File: src/hdl/chained_hash_key_value_store_macros.svh
// Assertion helpers used by the hash store top level.
`ifndef CHAINED_HASH_KEY_VALUE_STORE_MACROS_SVH
`define CHAINED_HASH_KEY_VALUE_STORE_MACROS_SVH
`ifndef ASSERT_OFF
`define CHKV_ASSERT(lbl, prop) \
  lbl: assert property (@(posedge clk_i) disable iff (!rst_ni) (prop)) \
    else $error("chkv assertion failed");
`define CHKV_ASSERT_IMP(lbl, ante, cons) \
  lbl: assert property (@(posedge clk_i) disable iff (!rst_ni) (ante) |-> (cons)) \
    else $error("chkv implication failed");
`else
`define CHKV_ASSERT(lbl, prop)
`define CHKV_ASSERT_IMP(lbl, ante, cons)
`endif
`endif

File: src/hdl/chkv_pkg.sv
`default_nettype none
package chkv_pkg;
  localparam int unsigned BUCKETS = 256;
  localparam int unsigned NODES   = 1024;
  localparam int unsigned BKT_W   = $clog2(BUCKETS);
  localparam int unsigned NODE_W  = $clog2(NODES);
  localparam int unsigned CNT_W   = 11;
  localparam int unsigned BC_W    = 9;
  localparam int unsigned KEY_W   = 32;
  localparam int unsigned DIV_STEPS = 4;
  localparam int unsigned DIV_CYC   = KEY_W / DIV_STEPS;
  localparam int unsigned DCNT_W    = $clog2(DIV_CYC);

  localparam logic FUNC_SET = 1'b0;
  localparam logic FUNC_GET = 1'b1;

  localparam logic [2:0] ADDR_BUCKET_COUNT = 3'd0;

  typedef struct packed {
    logic        func;
    logic [31:0] key;
    logic [31:0] value;
  } chkv_item_t;

  typedef struct packed {
    logic        found;
    logic [31:0] read_value;
    logic        full_res;
    logic [10:0] entry_count;
  } chkv_res_t;

  typedef struct packed {
    chkv_item_t       item;
    logic [BKT_W-1:0] bucket;
  } chkv_qent_t;
endpackage
`default_nettype wire

File: src/hdl/chkv_fifo.sv
`default_nettype none
module chkv_fifo import chkv_pkg::*; (
  input  wire logic       clk_i,
  input  wire logic       rst_ni,
  input  wire logic       push_i,
  input  wire chkv_qent_t data_i,
  output logic            full_o,
  input  wire logic       pop_i,
  output logic            valid_o,
  output chkv_qent_t      data_o
);
  chkv_qent_t mem_q [2];
  logic       wp_q, rp_q;
  logic [1:0] cnt_q;

  always_ff @(posedge clk_i or negedge rst_ni) begin
    if (!rst_ni) begin
      wp_q  <= 1'b0;
      rp_q  <= 1'b0;
      cnt_q <= '0;
    end else begin
      if (push_i) wp_q <= ~wp_q;
      if (pop_i)  rp_q <= ~rp_q;
      cnt_q <= cnt_q + {1'b0, push_i} - {1'b0, pop_i};
    end
  end

  always_ff @(posedge clk_i) begin
    if (push_i) mem_q[wp_q] <= data_i;
  end

  assign full_o  = (cnt_q == 2'd2);
  assign valid_o = (cnt_q != 2'd0);
  assign data_o  = mem_q[rp_q];
endmodule
`default_nettype wire

File: config.mk
export PLATFORM = sky130hd
export DESIGN_NAME = chkv_fifo
export DESIGN_NICKNAME = d
export VERILOG_FILES = /design/src/hdl/chained_hash_key_value_store_macros.svh /design/src/hdl/chkv_pkg.sv /design/src/hdl/chkv_fifo.sv
export SDC_FILE = /design/constraint.sdc
export NUM_CORES = 1
export LEC_CHECK = 0
export ABC_CLOCK_PERIOD_IN_PS = 6600
export BUFFER_PORTS_ARGS = -buffer_cell sky130_fd_sc_hd__buf_2
export CORE_ASPECT_RATIO = 0.7
export CORE_MARGIN = 2
export CORE_UTILIZATION = 30
export CTS_BUF_LIST = sky130_fd_sc_hd__clkbuf_16
export CTS_CLUSTER_DIAMETER = 30
export CTS_CLUSTER_SIZE = 14
export DETAILED_ROUTE_END_ITERATION = 8
export PLACE_DENSITY = 0.49
export SLEW_MARGIN = 40
export SYNTH_ARGS = -nofsm -noshare
export SYNTH_HDL_FRONTEND = slang
export SYNTH_SLANG_ARGS = --single-unit
File: constraint.sdc
create_clock -name clk_i -period 6.6 [get_ports clk_i]
set_input_delay 0.99 -clock clk_i [delete_from_list [all_inputs] [get_ports clk_i]]
set_output_delay 0.99 -clock clk_i [all_outputs]
set_load 0.01 [all_outputs]
# Word-level counts from Yosys, hierarchy flattened
# Memories as Yosys holds them, arrays and structs flattened.
# Index checks and enable logic that the tools add are counted.
dict set report totals {
  register_bits 4
  ram_bits 146
  input_bits 77
  output_inout_bits 75
  elab_cells 12
  memories 1
}
dict set report op_classes {
  add_sub_neg 2
  eq_ne 1
  n_mux 2
  bitwise_logic 2
  reduce_logical 1
}
# memory words width rd rd_ports_with_merged_regs wr line
set mem_list {}
lappend mem_list {mem_q 2 73 1 0 1 chkv_fifo.sv:12} ;# chkv_qent_t mem_q [2];
# cell n
set op_table {}
lappend op_table {{$add A2 B1 Y2} 1}
lappend op_table {{$eq A2 B2 Y1 const B} 1}
lappend op_table {{$mux W1} 2}
lappend op_table {{$not A1 Y1} 2}
lappend op_table {{$reduce_bool A2 Y1} 1}
lappend op_table {{$sub A2 B1 Y2} 1}

# Depth between registers and ports, before layout
dict set report logic_depth {
  word_depth 2
  depth_mapped 5
  depth_no_buf 5
}

# Worst setup path after synthesis
# OpenSTA, ideal clock, no wires.
dict set report synth_path {
  path_kind {in2reg}
  startpoint {in push_i}
  endpoint {mem mem_q[0][0] (netlist name) (enable)}
  setup_ns 0.513
  t_arrival_ns 4.189
  required_ns 6.087
  slack_ns 1.898
  path_stages 1
  path_buffers 0
  cell_sequence {nor2b_1}
}
dict set report synth_between {
  elab_chain_cells 2
}
# item line
set synth_rtl {}
lappend synth_rtl {{from (decl)} chkv_fifo.sv:5} ;# input wire logic push_i,
lappend synth_rtl {{$mux W1} chkv_fifo.sv:29} ;# if (push_i) mem_q[wp_q] <= data_i;
lappend synth_rtl {{$mux W1 (not written as such)} chkv_fifo.sv:29}
lappend synth_rtl {{to (decl)} chkv_fifo.sv:12}
# No other way between the ends.

==> flow_summary_export.csv <==
group,metric,value,unit
worst_setup_path,path_cells,"buf_4 -> mux2_2 -> buf_2",
global_routing,grt_pass1_vias,2946,
cells_and_area,fillers,1738,
clocking,h-tree-depth,4,
worst_setup_path,ff2ff_path_depth,2,
clocking,insertion_delay,0.41,ns
power_and_ir_drop,power_switching,0.874,mW
floorplan,chipHeight,119,µm
global_routing,grt_max_degree,42,
clocking,cts_tree,"done",
power_and_ir_drop,combPwrFrac,29.0,%
worst_setup_path,worst-setup-path-type,"register to output pin",
timing,tightest_slew,0.719,ns
timing,setup_viol,0,
clocking,clk_pin_slew,0.05,ns
route,num_vias,2807,
global_routing,grt_pass1_wl,15.8,mm
timing,slew_violations,0,
floorplan,core-area,18800,µm²
power_and_ir_drop,leakage,2.91,nW
worst_setup_path,crit_family,"flip-flops",
synth,ys_types,13,
timing,finalSetupTns,0,ns
worst_setup_path,startpoint_type,"register",
synth,seq_area_frac_synth,78.5,%
clocking,numCtsBuffers,17,
power_and_ir_drop,clkPwrFrac,27.2,%
route,drc,0,
timing,rsz0062_at_grt,"no",
status,outcome,"finished clean",
power_and_ir_drop,internal-power,2.26,mW
cells_and_area,drive_above_1_share,61.5,%
min_path,hold_path.class,"primary input to asynchronous set/reset pin",
worst_setup_path,crit_arrival,2.56,ns
synth,ys_ff_latch,150,
power_and_ir_drop,power,3.13,mW
worst_setup_path,r2r_end,"mem_q[0][34]$_DFFE_PP_",
worst_setup_path,cp.required,5.61,ns
cells_and_area,design_area,7300,µm²
clocking,post_cts_resized,0,
worst_setup_path,end_kind,"output pin",
timing,relSlewSlack,52.0,%
place,place_hpwl,6.95,mm
cells_and_area,area_growth,27.7,%
power_and_ir_drop,p_sw_share,27.9,%
floorplan,start_util,30.5,%
floorplan,ioPinCount,152,
place,routabilityCongestion,0.663,
floorplan,die_area,20200,µm²
clocking,cts_setup_buffers,0,
route,wl_per_cell,15.9,µm
worst_setup_path,cp_slowest_cell,"dfrtp_4",
timing,finalHoldViolCount,0,
route,routed_wl,10.6,mm
synth,synth_warnings,0,
cells_and_area,final_util,38.9,%
route,ant_nets,0,
clocking,cts_buffer_depth,2,
global_routing,grt_use_total,10.8,%
clocking,cts_root_buf,"clkbuf_16",
worst_setup_path,slowest_delay,0.89,ns
power_and_ir_drop,power.density,430,nW/µm²
synth,netlist_area,5710,µm²
cells_and_area,multi_input_area,1150,µm²
synth,synth.avg_cell_area,23.6,µm²
worst_setup_path,rrSetupSlack,4.71,ns
flow_run,maxCapViolCount,0,
worst_setup_path,r2r-start,"wp_q$_DFFE_PN0P_",
cells_and_area,final-seq-area,4490,µm²
route,first_pass_iters,4,
power_and_ir_drop,seqPwrFrac,43.8,%
route,vias_per_cell,4.23,
synth,netlist_instances,242,
timing,fmax,0.281,GHz
global_routing,grt_antenna_before_repair,3,
worst_setup_path,path_buf_inv,2,
cells_and_area,fin_nets,488,
floorplan,die_w,169,µm
timing,worst_clock_skew,0.00726,ns
route,detail_route.iter0.violations,127,
global_routing,grt-ovfl-total,0,
place,numPortBuffers,151,
worst_setup_path,crit_path_max_fanout,38,
clocking,clock_sinks,150,
clocking,postCtsHoldBufs,0,
power_and_ir_drop,irDropWorstVdd,0.192,mV
timing,period_minus_slack,3.55,ns
place,dpl-instance-area,6770,µm²
floorplan,rows,42,
timing,timing.final.crit_share,53.8,%
synth,syn-num-nets,321,
-- through the flow --
step | worst slack [ns] | hold WS (ns) | instances
2_1_floorplan | 1.90 | 0.455 | 242
3_3_place_gp | 3.45 | 0.532 | 629
3_5_place_dp | 3.42 | 0.537 | 632
4_1_cts | 2.96 | 0.354 | 663
5_1_grt | 2.90 | 0.355 | 663
6_report | 3.05 | 0.381 | 664
-- cells in the final DEF, fill, tap and decap left out --
cell type,instances
buf_2,151
edfxtp_1,146
mux2_4,60
clkbuf_16,17
mux2_2,13
clkinv_2,5
inv_1,4
clkinv_1,3
clkinvlp_4,3
dfrtp_1,3
xor2_1,2
ha_1,2
buf_12,2
buf_4,2
diode_2,1
xor3_1,1
or2_2,1
and2_4,1
nor2b_1,1
nor2b_4,1
bufinv_16,1
buf_8,1
dfrtp_4,1
-- power groups by stage --
stage          Clock [mW]  Sequential, mW  Combinational (mW)
5_1_grt             0.924            1.40               0.979
4_1_cts             0.884            1.38               0.935
3_5_place_dp            0            1.40               0.932
6_report            0.852            1.37               0.909
3_3_place_gp            0            1.39               0.905
2_1_floorplan           0            1.34               0.684
-- cells by family (layout without fill, tap and decap cells) --
group	after synthesis	count (layout)	share of synthesized area, %
multiplexers	73	73	18.3
other	0	1	0
buffers and inverters	10	189	1.60
XOR/XNOR	3	3	0.723
flip-flops	150	150	78.5
adder cells (fa/ha/maj)	2	2	0.438
AND/OR/NAND/NOR	4	4	0.438
-- synthesized netlist by cell type (all sizes together) --
cell type / count / area (µm²)
edfxtp: 146 / 4380
mux2: 73 / 1050
buf: 8 / 83.8
dfrtp: 4 / 100
ha: 2 / 25.0
inv: 2 / 7.51
nor2b: 2 / 12.5
xor2: 2 / 17.5
and2: 1 / 6.26
or2: 1 / 6.26
xor3: 1 / 23.8
-- metal layers --
metal / wire length, µm / share of wire, % / vias to the layer above / GRT usage, %
met3: 913 / 8.6 / 16 / 4.95
li1: - / - / 1290 / -
met1: 4880 / 46 / 1393 / 13.9
met5: 30 / 0.28 / - / 0
met4: 135 / 1.3 / 4 / 4.69
met2: 4610 / 44 / 104 / 15.6
-- area by class of cell --
cell class / instances / area share [%]
timing repair buffer: 156 / 11.3
tap: 242 / 4.15
sequential: 150 / 61.5
inverter: 2 / 0.103
antenna: 1 / 0.0343
clock buffer: 17 / 5.83
clock inverter: 14 / 1.32
multi-input combinational: 82 / 15.7
-- state kept, by name, indices dropped and copies added, names as in the netlist --
name   count
mem_q    146
rp_q       1
wp_q       1
cnt_q      2
-- worst max path at each step --
stage / end / from / cells past startpoint
2_1_floorplan: mem_q[0][0]$_DFFE_PP_ / push_i / 1
3_3_place_gp: data_o[0] / rp_q$_DFFE_PN0P_ / 3
4_1_cts: data_o[67] / rp_q$_DFFE_PN0P_ / 3
6_report: data_o[67] / rp_q$_DFFE_PN0P_ / 3
5_1_grt: data_o[66] / rp_q$_DFFE_PN0P_ / 3
3_5_place_dp: data_o[67] / rp_q$_DFFE_PN0P_ / 3
Power figures use the tool's default switching activity.
