$ cat config.mk
export PLATFORM = sky130hd
export DESIGN_NAME = chkv_front
export DESIGN_NICKNAME = d
export VERILOG_FILES = /design/src/hdl/chained_hash_key_value_store_macros.svh /design/src/hdl/chkv_pkg.sv /design/src/hdl/chkv_front.sv
export SDC_FILE = /design/constraint.sdc
export NUM_CORES = 1
export LEC_CHECK = 0
export BUFFER_PORTS_ARGS = -buffer_cell sky130_fd_sc_hd__buf_2
export CAP_MARGIN = 20
export CORE_UTILIZATION = 60
export CTS_BUF_LIST = sky130_fd_sc_hd__clkbuf_2 sky130_fd_sc_hd__clkbuf_4 sky130_fd_sc_hd__clkbuf_8
export CTS_CLUSTER_DIAMETER = 40
export CTS_CLUSTER_SIZE = 24
export DETAILED_ROUTE_END_ITERATION = 16
export PLACE_DENSITY_LB_ADDON = 0.25
export SLEW_MARGIN = 5
export SYNTH_ARGS = -nofsm -noshare
export SYNTH_HDL_FRONTEND = slang
export SYNTH_SLANG_ARGS = --single-unit
$ cat constraint.sdc
create_clock -name clk_i -period 21.2 [get_ports clk_i]
set_clock_uncertainty 0.15 [all_clocks]
set_input_delay 1.06 -clock clk_i [delete_from_list [all_inputs] [get_ports clk_i]]
set_output_delay 1.06 -clock clk_i [all_outputs]
set_load 0.05 [all_outputs]
$ cat src/hdl/chained_hash_key_value_store_macros.svh
// Assertion helpers used by the hash store top level.
`ifndef CHAINED_HASH_KEY_VALUE_STORE_MACROS_SVH
`define CHAINED_HASH_KEY_VALUE_STORE_MACROS_SVH
`ifndef ASSERT_OFF
`define CHKV_ASSERT(lbl, prop) \
  lbl: assert property (@(posedge clk_i) disable iff (!rst_ni) (prop)) \
    else $error("chkv assertion failed");
`define CHKV_ASSERT_IMP(lbl, ante, cons) \
  lbl: assert property (@(posedge clk_i) disable iff (!rst_ni) (ante) |-> (cons)) \
    else $error("chkv implication failed");
`else
`define CHKV_ASSERT(lbl, prop)
`define CHKV_ASSERT_IMP(lbl, ante, cons)
`endif
`endif

$ cat src/hdl/chkv_pkg.sv
`default_nettype none
package chkv_pkg;
  localparam int unsigned BUCKETS = 256;
  localparam int unsigned NODES   = 1024;
  localparam int unsigned BKT_W   = $clog2(BUCKETS);
  localparam int unsigned NODE_W  = $clog2(NODES);
  localparam int unsigned CNT_W   = 11;
  localparam int unsigned BC_W    = 9;
  localparam int unsigned KEY_W   = 32;
  localparam int unsigned DIV_STEPS = 4;
  localparam int unsigned DIV_CYC   = KEY_W / DIV_STEPS;
  localparam int unsigned DCNT_W    = $clog2(DIV_CYC);

  localparam logic FUNC_SET = 1'b0;
  localparam logic FUNC_GET = 1'b1;

  localparam logic [2:0] ADDR_BUCKET_COUNT = 3'd0;

  typedef struct packed {
    logic        func;
    logic [31:0] key;
    logic [31:0] value;
  } chkv_item_t;

  typedef struct packed {
    logic        found;
    logic [31:0] read_value;
    logic        full_res;
    logic [10:0] entry_count;
  } chkv_res_t;

  typedef struct packed {
    chkv_item_t       item;
    logic [BKT_W-1:0] bucket;
  } chkv_qent_t;
endpackage
`default_nettype wire

$ cat src/hdl/chkv_front.sv
`default_nettype none
module chkv_front import chkv_pkg::*; (
  input  wire logic            clk_i,
  input  wire logic            rst_ni,
  input  wire logic            in_valid_i,
  output logic                 in_stall_o,
  input  wire chkv_item_t      in_item_i,
  input  wire logic [BC_W-1:0] eff_buckets_i,
  input  wire logic            q_full_i,
  output logic                 q_push_o,
  output chkv_qent_t           q_data_o
);
  typedef enum logic [1:0] {F_IDLE, F_DIV, F_PUSH} fstate_e;

  fstate_e           state_q, state_d;
  chkv_item_t        item_q;
  logic [KEY_W-1:0]  ksh_q, ksh_d;
  logic [BC_W-1:0]   rem_q, rem_d;
  logic [BC_W-1:0]   div_q;
  logic [DCNT_W-1:0] cnt_q, cnt_d;

  // Four restoring remainder steps per cycle, key MSB first.
  always_comb begin
    logic [BC_W:0]    r;
    logic [KEY_W-1:0] k;
    r = {1'b0, rem_q};
    k = ksh_q;
    for (int i = 0; i < DIV_STEPS; i++) begin
      r = {r[BC_W-1:0], k[KEY_W-1]};
      k = {k[KEY_W-2:0], 1'b0};
      if (r >= {1'b0, div_q}) r = r - {1'b0, div_q};
    end
    rem_d = r[BC_W-1:0];
    ksh_d = k;
  end

  always_comb begin
    state_d = state_q;
    cnt_d   = cnt_q;
    case (state_q)
      F_IDLE: if (in_valid_i) begin
        state_d = F_DIV;
        cnt_d   = '0;
      end
      F_DIV: begin
        cnt_d = cnt_q + 1'b1;
        if (cnt_q == DCNT_W'(DIV_CYC - 1)) state_d = F_PUSH;
      end
      F_PUSH: if (!q_full_i) state_d = F_IDLE;
      default: state_d = F_IDLE;
    endcase
  end

  always_ff @(posedge clk_i or negedge rst_ni) begin
    if (!rst_ni) begin
      state_q <= F_IDLE;
      cnt_q   <= '0;
    end else begin
      state_q <= state_d;
      cnt_q   <= cnt_d;
    end
  end

  always_ff @(posedge clk_i) begin
    if (state_q == F_IDLE && in_valid_i) begin
      item_q <= in_item_i;
      ksh_q  <= in_item_i.key;
      rem_q  <= '0;
      div_q  <= eff_buckets_i;
    end else if (state_q == F_DIV) begin
      ksh_q <= ksh_d;
      rem_q <= rem_d;
    end
  end

  assign in_stall_o       = (state_q != F_IDLE);
  assign q_push_o         = (state_q == F_PUSH) && !q_full_i;
  assign q_data_o.item    = item_q;
  assign q_data_o.bucket  = rem_q[BKT_W-1:0];
endmodule
`default_nettype wire

Word level (Yosys, flattened, before mapping)
Index checks and enable logic that the tools add are counted.

storage, ports and cells
  input bits = 78
  word-level logic and storage cells = 44
  register bits after elaboration = 120
  output and inout bits = 75

cells by class
  muxes and demuxes = 12
  $add $sub $neg = 5
  reduce and logical (&&, ||, !) cells = 9
  order comparisons = 4
  equal/unequal tests = 6

operators with widths
  operator                                              count
  2-to-1 mux 32 bit                                     2
  >= comparator 10 x 9 -> 1 bit                         4
  2-to-1 mux 9 bit                                      4
  subtractor 9 bit                                      4
  2-to-1 mux 2 bit                                      3
  != test 2 bit (second input constant)                 3
  one-hot mux 2 bit (3 select lines)                    1
  one-hot mux 3 bit (2 select lines)                    1
  nonzero test 2 bit                                    3
  adder 3 x 1 -> 3 bit (second input constant)          1
  equality test 3 bit (second input constant)           1
  2-to-1 mux 3 bit                                      1
  AND reduction 3 bit                                   1
  equality test 2 x 1 -> 1 bit (second input constant)  1
  equality test 2 bit (second input constant)           1
  logical AND 1 bit                                     2
  logical NOT 2 bit                                     1
  AND reduction 2 bit                                   1
  logical NOT 1 bit                                     1

Logic depth before layout (Yosys ltp)
Gate-level depths: netlist (run 1).

  word-level depth = 8
  depth in mapped cells = 39
  mapped depth without buffers = 35

Worst setup path after synthesis (run 1)
Ideal clock, no wire load.

  kind = reg2reg
  start point = register ksh_q[31]
  end point = register rem_q[0]
  path slack = 13,220 ps
  data arrival time = 7,594 ps
  library setup time = 235 ps
  buffers on the path = 4
  data required time = 20,815 ps
  clock period less this slack = 7,980 ps
  stages on the path, launching flop included = 37
  path through = edfxtp_1 inv_1 ha_1 inv_1 fa_1 a211oi_1 o21ai_1 a21o_1 buf_1 nand2_1 o21ai_0 fa_1 nand2b_1 a21oi_1 o211ai_2 o211ai_2 buf_2 mux2_2 ha_1 a21oi_1 a21oi_1 o31ai_1 o211ai_1 a211o_4 nor2b_4 buf_6 a221oi_1 ha_1 a21o_1 a21oi_1 o22ai_1 o31a_1 a211o_1 mux2i_4 buf_6 mux2i_1 o2bb2ai_1

on the way
  word-level cells in the longest chain between the ends = 8
  elaborated cells on any way between the ends = 11
  classes of those cells = add/sub (3); order compare (4); mux (4)

RTL lines
  what                                                               RTL line          RTL
  start: declaration                                                 chkv_front.sv:17  logic [KEY_W-1:0] ksh_q, ksh_d;
  start signal: assignment                                           chkv_front.sv:67  ksh_q <= in_item_i.key;
  start signal: assignment                                           chkv_front.sv:71  ksh_q <= ksh_d;
  subtractor 9 bit or >= comparator 10 x 9 -> 1 bit (tied branches)  chkv_front.sv:31  if (r >= {1'b0, div_q}) r = r - {1'b0, div_q};
  2-to-1 mux 9 bit *                                                 chkv_front.sv:31
  subtractor 9 bit or >= comparator 10 x 9 -> 1 bit (tied branches)  chkv_front.sv:31
  2-to-1 mux 9 bit *                                                 chkv_front.sv:31
  subtractor 9 bit or >= comparator 10 x 9 -> 1 bit (tied branches)  chkv_front.sv:31
  2-to-1 mux 9 bit *                                                 chkv_front.sv:31
  >= comparator 10 x 9 -> 1 bit *                                    chkv_front.sv:31
  2-to-1 mux 9 bit *                                                 chkv_front.sv:31
  end signal: assignment                                             chkv_front.sv:72  rem_q <= rem_d;
  end: declaration                                                   chkv_front.sv:18  logic [BC_W-1:0] rem_q, rem_d;

Every way passes the cells marked *; elsewhere a longest branch is shown, timed or not.
A chain may end at the register's enable or synchronous reset.

Worst setup path after layout (run 1)
  start point = register ksh_q[31]
  end point = register rem_q[6]

on the way
  word-level cells in the longest chain between the ends = 8
  elaborated cells on any way between the ends = 12
  classes of those cells = add/sub (4); order compare (4); mux (4)

RTL lines
  what                                                               RTL line
  subtractor 9 bit or >= comparator 10 x 9 -> 1 bit (tied branches)  chkv_front.sv:31
  2-to-1 mux 9 bit *                                                 chkv_front.sv:31
  subtractor 9 bit or >= comparator 10 x 9 -> 1 bit (tied branches)  chkv_front.sv:31
  2-to-1 mux 9 bit *                                                 chkv_front.sv:31
  subtractor 9 bit or >= comparator 10 x 9 -> 1 bit (tied branches)  chkv_front.sv:31
  2-to-1 mux 9 bit *                                                 chkv_front.sv:31
  subtractor 9 bit or >= comparator 10 x 9 -> 1 bit (tied branches)  chkv_front.sv:31
  2-to-1 mux 9 bit *                                                 chkv_front.sv:31

Marked as above.

==> impl_metrics.tcl, run 1 <==
set metrics [dict create \
    postCtsHoldBufs 0 \
    synth_top_area_cell "edfxtp_1" \
    ios 153 \
    netlist_area_um2 6120 \
    synthFlopType "edfxtp_1" \
    min_period_ns 8.86 \
    htree_levels 4 \
    die-area_um2 10600 \
    rsz0062_at_grt "no" \
    die_h_um 103 \
    synth_edf_count 106 \
    cap_viol_max_count 0 \
    critPathBufInv 2 \
    rows 36 \
    insertion_delay_ns 0.42 \
    fillerInstances 653 \
    slowest_stage "fa_1" \
    grt_use_total_pct 29.0 \
    async_flop_share_pct 4.17 \
    crit_path_end_kind "register" \
    clock.fmax_ghz 0.113 \
    cts.repair.resized 0 \
    start_util_pct 62.4 \
    grt_max_degree 71 \
    post_cts.repair.setup_buffers 0 \
    worst_pin_slew_ns 1.08 \
    synth_most_common_cell "edfxtp_1" \
    cp_data_arrival_time_ns 8.98 \
    setup_violations 0 \
    hpwlAfterDp_um 10300 \
    cts_made_buffers 17 \
    cts_tree "done" \
    cts_root_buf "clkbuf_8" \
    hold_viol_final 0 \
    clock_path_buffers 2 \
    synth-seq-cells 120 \
    area_delta_synth_final_pct 20.7 \
    port_buffers 152 \
    synth_area_leaders "edfxtp_1 (52%), ha_1 (7.8%), mux2_2 (6.4%)" \
    syn_area_per_cell_um2 13.2 \
    grt_pass1_vias 4377 \
    drt_wl_total_um 14700 \
    post_drt_wl_per_cell_um 19.2 \
    relSlewSlack_pct 27.7 \
    yosysUniqueCellTypes 58 \
    core_um2 9820 \
    tns_ns 0 \
    crit_path_start_kind "register" \
    cpMostUsedCell "a21oi_1" \
    path_max_fanout 13 \
    ant_nets 0 \
    post_drt_via_cell_ratio 5.74 \
    drc_errors 0 \
    syn_inst 464 \
    gp_congestion 0.930 \
    synth_top_area_share_pct 52.0 \
    final_nets 739 \
    slew_viol_final 0 \
    clkSlewWorstSetupHoldPaths_ns 0.08 \
    clkSinkCount 120 \
    antenna_found_initial 0 \
    overflow 0 \
    die_w_um 103 \
    diodes 0 \
    synth_top_cells_by_count "edfxtp_1 (106), ha_1 (38), mux2_2 (35)" \
    status "finished clean" \
    vias 4394 \
    finalCritPeriodShare_pct 41.8 \
    synth_warnings 0 \
    grt_pass1_wl_um 22100 \
    dr.first_iter.drc_count 185 \
    cpPeakStageDelay_ns 0.47 \
    crit_required_ns 21.32 \
    synth_fp_nets 584 \
    hold_path.class "input pin to asynchronous set/reset pin" \
    drive_gt1_share_pct 36.9 \
    worst-setup-path-type "register to register" \
    yosysSeqAreaShare_pct 57.0 \
    critical_path.top_delay_family "compound AO/OA/AOI/OAI gates" \
    firstDrtPassIters 4 \
]
==> cells by family (layout without fill, tap and decap cells) <==
logic type               Yosys count  in the layout  share of synthesized area, %
adder cells (fa/ha/maj)           42             42                          9.07
XOR/XNOR                          20             20                          2.86
AO/OA/AOI/OAI                    102            102                          11.5
flip-flops                       120            120                          57.0
AND/OR/NAND/NOR                   86             86                          6.95
multiplexers                      49             49                          9.05
buffers and inverters             45            213                          3.58
==> area by class of cell <==
class | count | area (um^2) | share of cell area, %
clock buffers | 18 | 241 | 3.27
clock inverters | 14 | 196 | 2.66
inverters | 27 | 101 | 1.37
multi-input cells | 299 | 2420 | 32.8
flip-flops and latches | 120 | 3490 | 47.2
well taps | 133 | 166 | 2.25
repair buffers | 154 | 776 | 10.5
==> per-layer routing <==
layer  share of wire, %  track usage (%)  up-vias
met1                 39             34.0     2125
li1                   -                -     2053
met3                7.6             9.22       25
met5                  0                0        -
met4                2.1             9.97        0
met2                 52             50.3      191
==> final timing paths <==
| check | from | to | slack [ns] | depth (start not counted) |
|---|---|---|---|---|
| setup / recovery | ksh_q[31]$_DFFE_PP_ | rem_q[6]$_SDFFE_PP0P_ | 12.34 | 32 |
| hold / removal | rst_ni | state_q[1]$_DFFE_PN0P_ | 0.29 | 1 |
| setup reg to reg | ksh_q[31]$_DFFE_PP_ | rem_q[6]$_SDFFE_PP0P_ | 12.34 | 32 |
| hold reg to reg | rem_q[8]$_SDFFE_PP0P_ | rem_q[8]$_SDFFE_PP0P_ | 0.33 | 2 |
| max in group asynchronous | rst_ni | cnt_q[0]$_DFFE_PN0P_ | 20.47 | 1 |
| min in group clk_i | rem_q[8]$_SDFFE_PP0P_ | rem_q[8]$_SDFFE_PP0P_ | 0.33 | 2 |
==> flip-flops by register name, summed over array words and instances (netlist names) <==
name and count:
q_data_o 65, state_q 2, ksh_q 32, rem_q 9, div_q 9, cnt_q 3
==> per-stage QoR <==
stage / utilization, % / instances / worst slack (ns) / cell area, um^2 / hold slack, ns
floorplan: - / 464 / 13.22 / 6120 / 0.279
global placement: 70.8 / 733 / 12.75 / 6960 / 0.314
detailed placement: 70.8 / 733 / 12.48 / 6960 / 0.315
CTS: 75.3 / 765 / 12.40 / 7390 / 0.267
global route: 75.3 / 765 / 11.66 / 7390 / 0.266
finish: 75.3 / 765 / 12.34 / 7390 / 0.287
==> layout by cell type, fill, tap and decap left out, types with 3 or more instances in the layout <==
master        n
o2bb2ai_1     4
ha_1         38
o211ai_1      8
mux2_2       35
nand3_1       4
clkinvlp_4    3
clkbuf_8     17
o21a_1        6
a21oi_1      22
nor2b_1       6
o31a_1        4
or2_2         3
xnor2_1      11
edfxtp_1    106
fa_1          4
o22ai_1       4
a21o_1        9
nor2_1       19
buf_2       152
nand2b_1      6
nand4_1       5
o21ai_0      15
xor2_1        9
inv_1        27
dfrtp_1       5
bufinv_16     4
nand2_1      28
clkinv_4      3
o21bai_1      3
mux2i_1      10
o21ai_1       6
dfxtp_1       9
and2_1        4
nor3_1        3
Power of run 1 is left out: the tool's default activity adds up to more than one toggle a clock period on the data nets, which glitch-free logic cannot reach.
==> run 2: changes to the inputs <==
--- a/config.mk
+++ b/config.mk
@@ -5,9 +5,10 @@
 export SDC_FILE = /design/constraint.sdc
 export NUM_CORES = 1
 export LEC_CHECK = 0
+export ABC_AREA = 1
 export BUFFER_PORTS_ARGS = -buffer_cell sky130_fd_sc_hd__buf_2
 export CAP_MARGIN = 20
-export CORE_UTILIZATION = 60
+export CORE_UTILIZATION = 50
 export CTS_BUF_LIST = sky130_fd_sc_hd__clkbuf_2 sky130_fd_sc_hd__clkbuf_4 sky130_fd_sc_hd__clkbuf_8
 export CTS_CLUSTER_DIAMETER = 40
 export CTS_CLUSTER_SIZE = 24
==> constraint.sdc (replaced) <==
create_clock -name clk_i -period 7.5 [get_ports clk_i]
set_clock_uncertainty 0.15 [all_clocks]
set_input_delay 0.375 -clock clk_i [delete_from_list [all_inputs] [get_ports clk_i]]
set_output_delay 0.375 -clock clk_i [all_outputs]
set_load 0.05 [all_outputs]
==> impl_metrics.tcl, run 2 <==
set metrics [dict create \
    vias 5494 \
    cts_root_buf "clkbuf_8" \
    hold_path.class "input pin to register" \
    antenna_found_initial 0 \
    htree_levels 4 \
    holdWs_ns 0.0544 \
    synth_fp_nets 770 \
    slowest_stage "edfxtp_1" \
    cap_viol_max_count 0 \
    die-area_um2 13300 \
    cp_data_arrival_time_ns 7.19 \
    grt_pass1_vias 5643 \
    rows 40 \
    dr.first_iter.drc_count 437 \
    critPathBufInv 7 \
    largest_reg_flops 65 \
    most-common-layout-cells "nand2_1 (219), buf_2 (152), edfxtp_1 (106)" \
    diodes 0 \
    synth-seq-cells 120 \
    drt_wl_total_um 17900 \
    slew_viol_final 0 \
    min_period_ns 6.97 \
    yosysSeqAreaShare_pct 54.4 \
    start_util_pct 52.3 \
    synth_top_cells_by_count "nand2_1 (219), edfxtp_1 (106), inv_1 (79)" \
    crit_required_ns 7.72 \
    clock_path_buffers 2 \
    synth_warnings 0 \
    cpMostUsedCell "nand2_1" \
    netlist_area_um2 6410 \
    grt_use_total_pct 28.1 \
    clkSlewWorstSetupHoldPaths_ns 0.08 \
    hold_viol_final 0 \
    grt_max_degree 74 \
    path_max_fanout 9 \
    worst_pin_slew_ns 0.886 \
    gr-usage-met3_pct 6.38 \
    firstDrtPassIters 7 \
    insertion_delay_ns 0.44 \
    die_w_um 115 \
    relSlewSlack_pct 40.7 \
    yosysUniqueCellTypes 42 \
    final_nets 1010 \
    post_drt_via_cell_ratio 5.13 \
    synthFlopType "edfxtp_1" \
    status "finished clean" \
    grt_pass1_wl_um 27600 \
    grt-busiest-layer "met2" \
    crit_path_start_kind "register" \
    post_drt_wl_per_cell_um 16.7 \
    die_h_um 115 \
    cts_tree "done" \
    rsz0062_at_grt "no" \
    area_delta_synth_final_pct 33.0 \
    gp_congestion 0.962 \
    synth_edf_count 106 \
    crit_path_end_kind "register" \
    cpPeakStageDelay_ns 0.45 \
    drive_gt1_share_pct 26.2 \
    syn_area_per_cell_um2 9.86 \
    stdcell_count 1071 \
    synth_top_area_share_pct 49.7 \
    layout_commonest_cell "nand2_1" \
    clock.fmax_ghz 0.144 \
    async_flop_share_pct 4.17 \
    cts_made_buffers 17 \
    finalCritPeriodShare_pct 92.9 \
    synth_most_common_cell "nand2_1" \
    hpwlAfterDp_um 11600 \
    post-place-cells 961 \
    tns_ns 0 \
    setup_violations 0 \
    overflow 0 \
    clkSinkCount 120 \
    core_um2 12300 \
    worst-setup-path-type "register to register" \
    synth_area_leaders "edfxtp_1 (50%), nand2_1 (13%), ha_1 (7.4%)" \
    syn_inst 650 \
    port_buffers 152 \
    critical_path.top_delay_family "simple AND/OR/NAND/NOR gates" \
    drc_errors 0 \
    ant_nets 0 \
    grt.met1_usage_pct 32.6 \
    ios 153 \
    use_met2_pct 49.9 \
    synth_top_area_cell "edfxtp_1" \
]
run 2: repair_timing:
item                                   CTS  global route
setup endpoints to repair                0             9
endpoints found under the hold margin   79             0
buffers inserted                         0             2
hold buffers                            75             0
resized for setup                        0            13
run 2: area by class of cell:
type / count / area, um^2
clock inverter: 15 / 119
tap: 168 / 210
sequential: 120 / 3490
inverter: 81 / 308
timing repair buffer: 239 / 1600
multi-input combinational: 431 / 2560
clock buffer: 17 / 234
fill: 882 / 3740
run 2: cells by family (layout without fill, tap and decap cells):
family,count (synthesis),count (layout),share of synthesized area (%)
buffers and inverters,100,352,6.64
AOI/OAI and AO/OA,52,52,5.12
DFF,120,120,54.4
adders and majority gates,42,42,8.67
xor gates and xnor gates,24,24,3.28
and+or+nand+nor,312,313,21.9
run 2: worst paths after layout:
| kind | cells past startpoint | slack, ns | from | to |
|---|---|---|---|---|
| max | 44 | 0.53 | div_q[0]$_DFFE_PP_ | rem_q[6]$_SDFFE_PP0P_ |
| min | 3 | 0.05 | q_full_i | state_q[1]$_DFFE_PN0P_ |
| max reg2reg | 44 | 0.53 | div_q[0]$_DFFE_PP_ | rem_q[6]$_SDFFE_PP0P_ |
| min reg2reg | 2 | 0.36 | rem_q[4]$_SDFFE_PP0P_ | rem_q[4]$_SDFFE_PP0P_ |
| max in group asynchronous | 2 | 6.95 | rst_ni | cnt_q[2]$_DFFE_PN0P_ |
| min in group asynchronous | 2 | 0.12 | rst_ni | state_q[0]$_DFFE_PN0P_ |
run 2: worst min-delay path, stage by stage:
cell	delay (ns)
buf_2	0.09
nand3_1	0.07
nand2_1	0.07
run 2: per-layer routing:
metal	vias to the layer above	wire length, um
met1	2573	7060
met2	248	9040
met4	0	486
li1	2631	-
met5	-	0
met3	42	1280
run 2: through the flow:
stage                     area [um^2]  utilization, %  worst slack, ns
final                            8520            69.5            0.534
after global routing             8520            69.5           0.0146
after CTS                        8440            68.8            0.202
after detailed placement         7340            59.8            0.227
after global placement           7340            59.8            0.416
after floorplan                  6410               -             1.05
Power of run 2 is left out for the same reason.
==> run 3: changes to the inputs <==
--- a/config.mk
+++ b/config.mk
@@ -5,9 +5,10 @@
 export SDC_FILE = /design/constraint.sdc
 export NUM_CORES = 1
 export LEC_CHECK = 0
-export ABC_AREA = 1
+export ABC_AREA = 0
 export BUFFER_PORTS_ARGS = -buffer_cell sky130_fd_sc_hd__buf_2
 export CAP_MARGIN = 20
+export CORE_MARGIN = 4
 export CORE_UTILIZATION = 50
 export CTS_BUF_LIST = sky130_fd_sc_hd__clkbuf_2 sky130_fd_sc_hd__clkbuf_4 sky130_fd_sc_hd__clkbuf_8
 export CTS_CLUSTER_DIAMETER = 40
==> impl_metrics.tcl, run 3 (synthesized netlist as in run 1, its figures left out) <==
set metrics [dict create \
    status "finished clean" \
    fin_ws_ns 0.214 \
    port_buffers 152 \
    startpoint "ksh_q[31]$_DFFE_PP_" \
    area_delta_synth_final_pct 46.9 \
    hold_viol_final 0 \
    final_core_util_pct 74.9 \
    gp_congestion 0.964 \
    cpMostUsedCell "buf_4" \
    firstDrtPassIters 5 \
    cts_tree "done" \
    layout_commonest_cell "buf_2" \
    rsz0062_at_grt "yes" \
    clock.fmax_ghz 0.137 \
    clkSinkCount 120 \
    dr_wl_met2_um 9390 \
    reg2reg_from "ksh_q[31]$_DFFE_PP_" \
    die-area_um2 14100 \
    finalCritPeriodShare_pct 97.2 \
    drc_errors 0 \
    hpwlAfterDp_um 11700 \
    met1_length_um 7350 \
    cpPeakStageDelay_ns 0.41 \
    slew_viol_final 0 \
    min_period_ns 7.29 \
    grt_use_total_pct 25.9 \
    worst_pin_slew_ns 1.01 \
    antenna_found_initial 0 \
    post-place-ws_ns -0.0601 \
    cts_root_buf "clkbuf_8" \
    path_max_fanout 6 \
    r2r-end "rem_q[6]$_SDFFE_PP0P_" \
    cap_viol_max_count 0 \
    crit_path_start_kind "register" \
    cp_data_arrival_time_ns 7.42 \
    ios 153 \
    crit_required_ns 7.63 \
    most-common-layout-cells "buf_2 (152), edfxtp_1 (106), dlygate4sd3_1 (75)" \
    dr.first_iter.drc_count 373 \
    cp-endpoint "rem_q[6]$_SDFFE_PP0P_" \
    overflow 0 \
    drt_wl_total_um 18500 \
    clkSlewWorstSetupHoldPaths_ns 0.08 \
    rrSetupSlack_ns 0.21 \
    clock_path_buffers 2 \
    start_util_pct 51.0 \
    setup_violations 0 \
    rows 40 \
    insertion_delay_ns 0.43 \
    largest_reg_flops 65 \
    diodes 0 \
    dr.max_layer_used "met4" \
    final_nets 892 \
    relSlewSlack_pct 32.4 \
    vias 5018 \
    die_h_um 119 \
    htree_levels 4 \
    grt_max_degree 85 \
    post_drt_wl_per_cell_um 19.9 \
    ant_nets 0 \
    grt_pass1_wl_um 28500 \
    reg2reg_depth 35 \
    crit_path_end_kind "register" \
    met3WireLength_um 1190 \
    tns_ns 0 \
    die_w_um 119 \
    hold_path.class "input pin to register" \
    grt_pass1_vias 5351 \
    worst-setup-path-type "register to register" \
    cts_made_buffers 17 \
    core_um2 12000 \
    post_drt_via_cell_ratio 5.38 \
    slowest_stage "edfxtp_1" \
    drive_gt1_share_pct 44.8 \
    holdWs_ns 0.0954 \
]
==> run 3: cell types whose count changed in the layout (fill, tap and decap cells not counted), sizes merged, moves of 6 or more <==
cell / delta
nor2: -6
nand2b: +6
a21o: +8
buf: +66
inv: -54
mux2: +38
o21a: +6
mux2i: +11
nor2b: +7
nand2: -201
nand3: -35
xor2: -6
o211ai: +11
==> run 3: final cells by class <==
type                       count  area, um^2
clock buffer                  18         241
inverter                      27         101
timing repair buffer         305        2110
tap                          147         184
fill                         718        3010
sequential                   120        3490
multi-input combinational    301        2710
clock inverter                14         163
==> run 3: per-layer routing <==
metal / vias up / GRT usage [%]
met1: 2412 / 31.6
met4: 0 / 8.76
met3: 49 / 6.51
li1: 2368 / -
met5: - / 0
met2: 189 / 44.9
==> run 3: through the flow <==
stage	area (um^2)	cells
after floorplan	6160	464
after global placement	7510	815
after detailed placement	7510	815
after CTS	8670	922
after global routing	9000	932
final	9000	932
==> run 3: worst max-delay path: cells and delay by family, from the launching register on <==
kind / cells / cell delay [ns]
compound gates: 15 / 3.00
fa+ha+maj: 5 / 1.49
buf+inv: 6 / 0.72
simple gates: 6 / 0.71
mux: 3 / 0.64
flops: 1 / 0.41
==> run 3: worst min path at each step <==
stage | start | endpoint | slack, ns | cells after the start
global route | q_full_i | state_q[1]$_DFFE_PN0P_ | 0.09 | 2
floorplan | rst_ni | cnt_q[0]$_DFFE_PN0P_ | -0.07 | 0
global placement | rst_ni | state_q[1]$_DFFE_PN0P_ | 0.04 | 1
finish | q_full_i | state_q[1]$_DFFE_PN0P_ | 0.1 | 2
CTS | in_item_i[49] | q_data_o[57]$_DFFE_PP_ | 0.0001 | 1
detailed placement | rst_ni | state_q[1]$_DFFE_PN0P_ | 0.05 | 1
==> run 3: repair_timing <==
action,4_1_cts,5_1_grt
setup buffers,0,8
endpoints found under the setup margin,7,9
gates resized for setup,2,48
hold buffers,74,1
hold endpoints to repair,78,1
gates cloned,1,1
pin swaps,1,27
Power of run 3 is left out for the same reason.
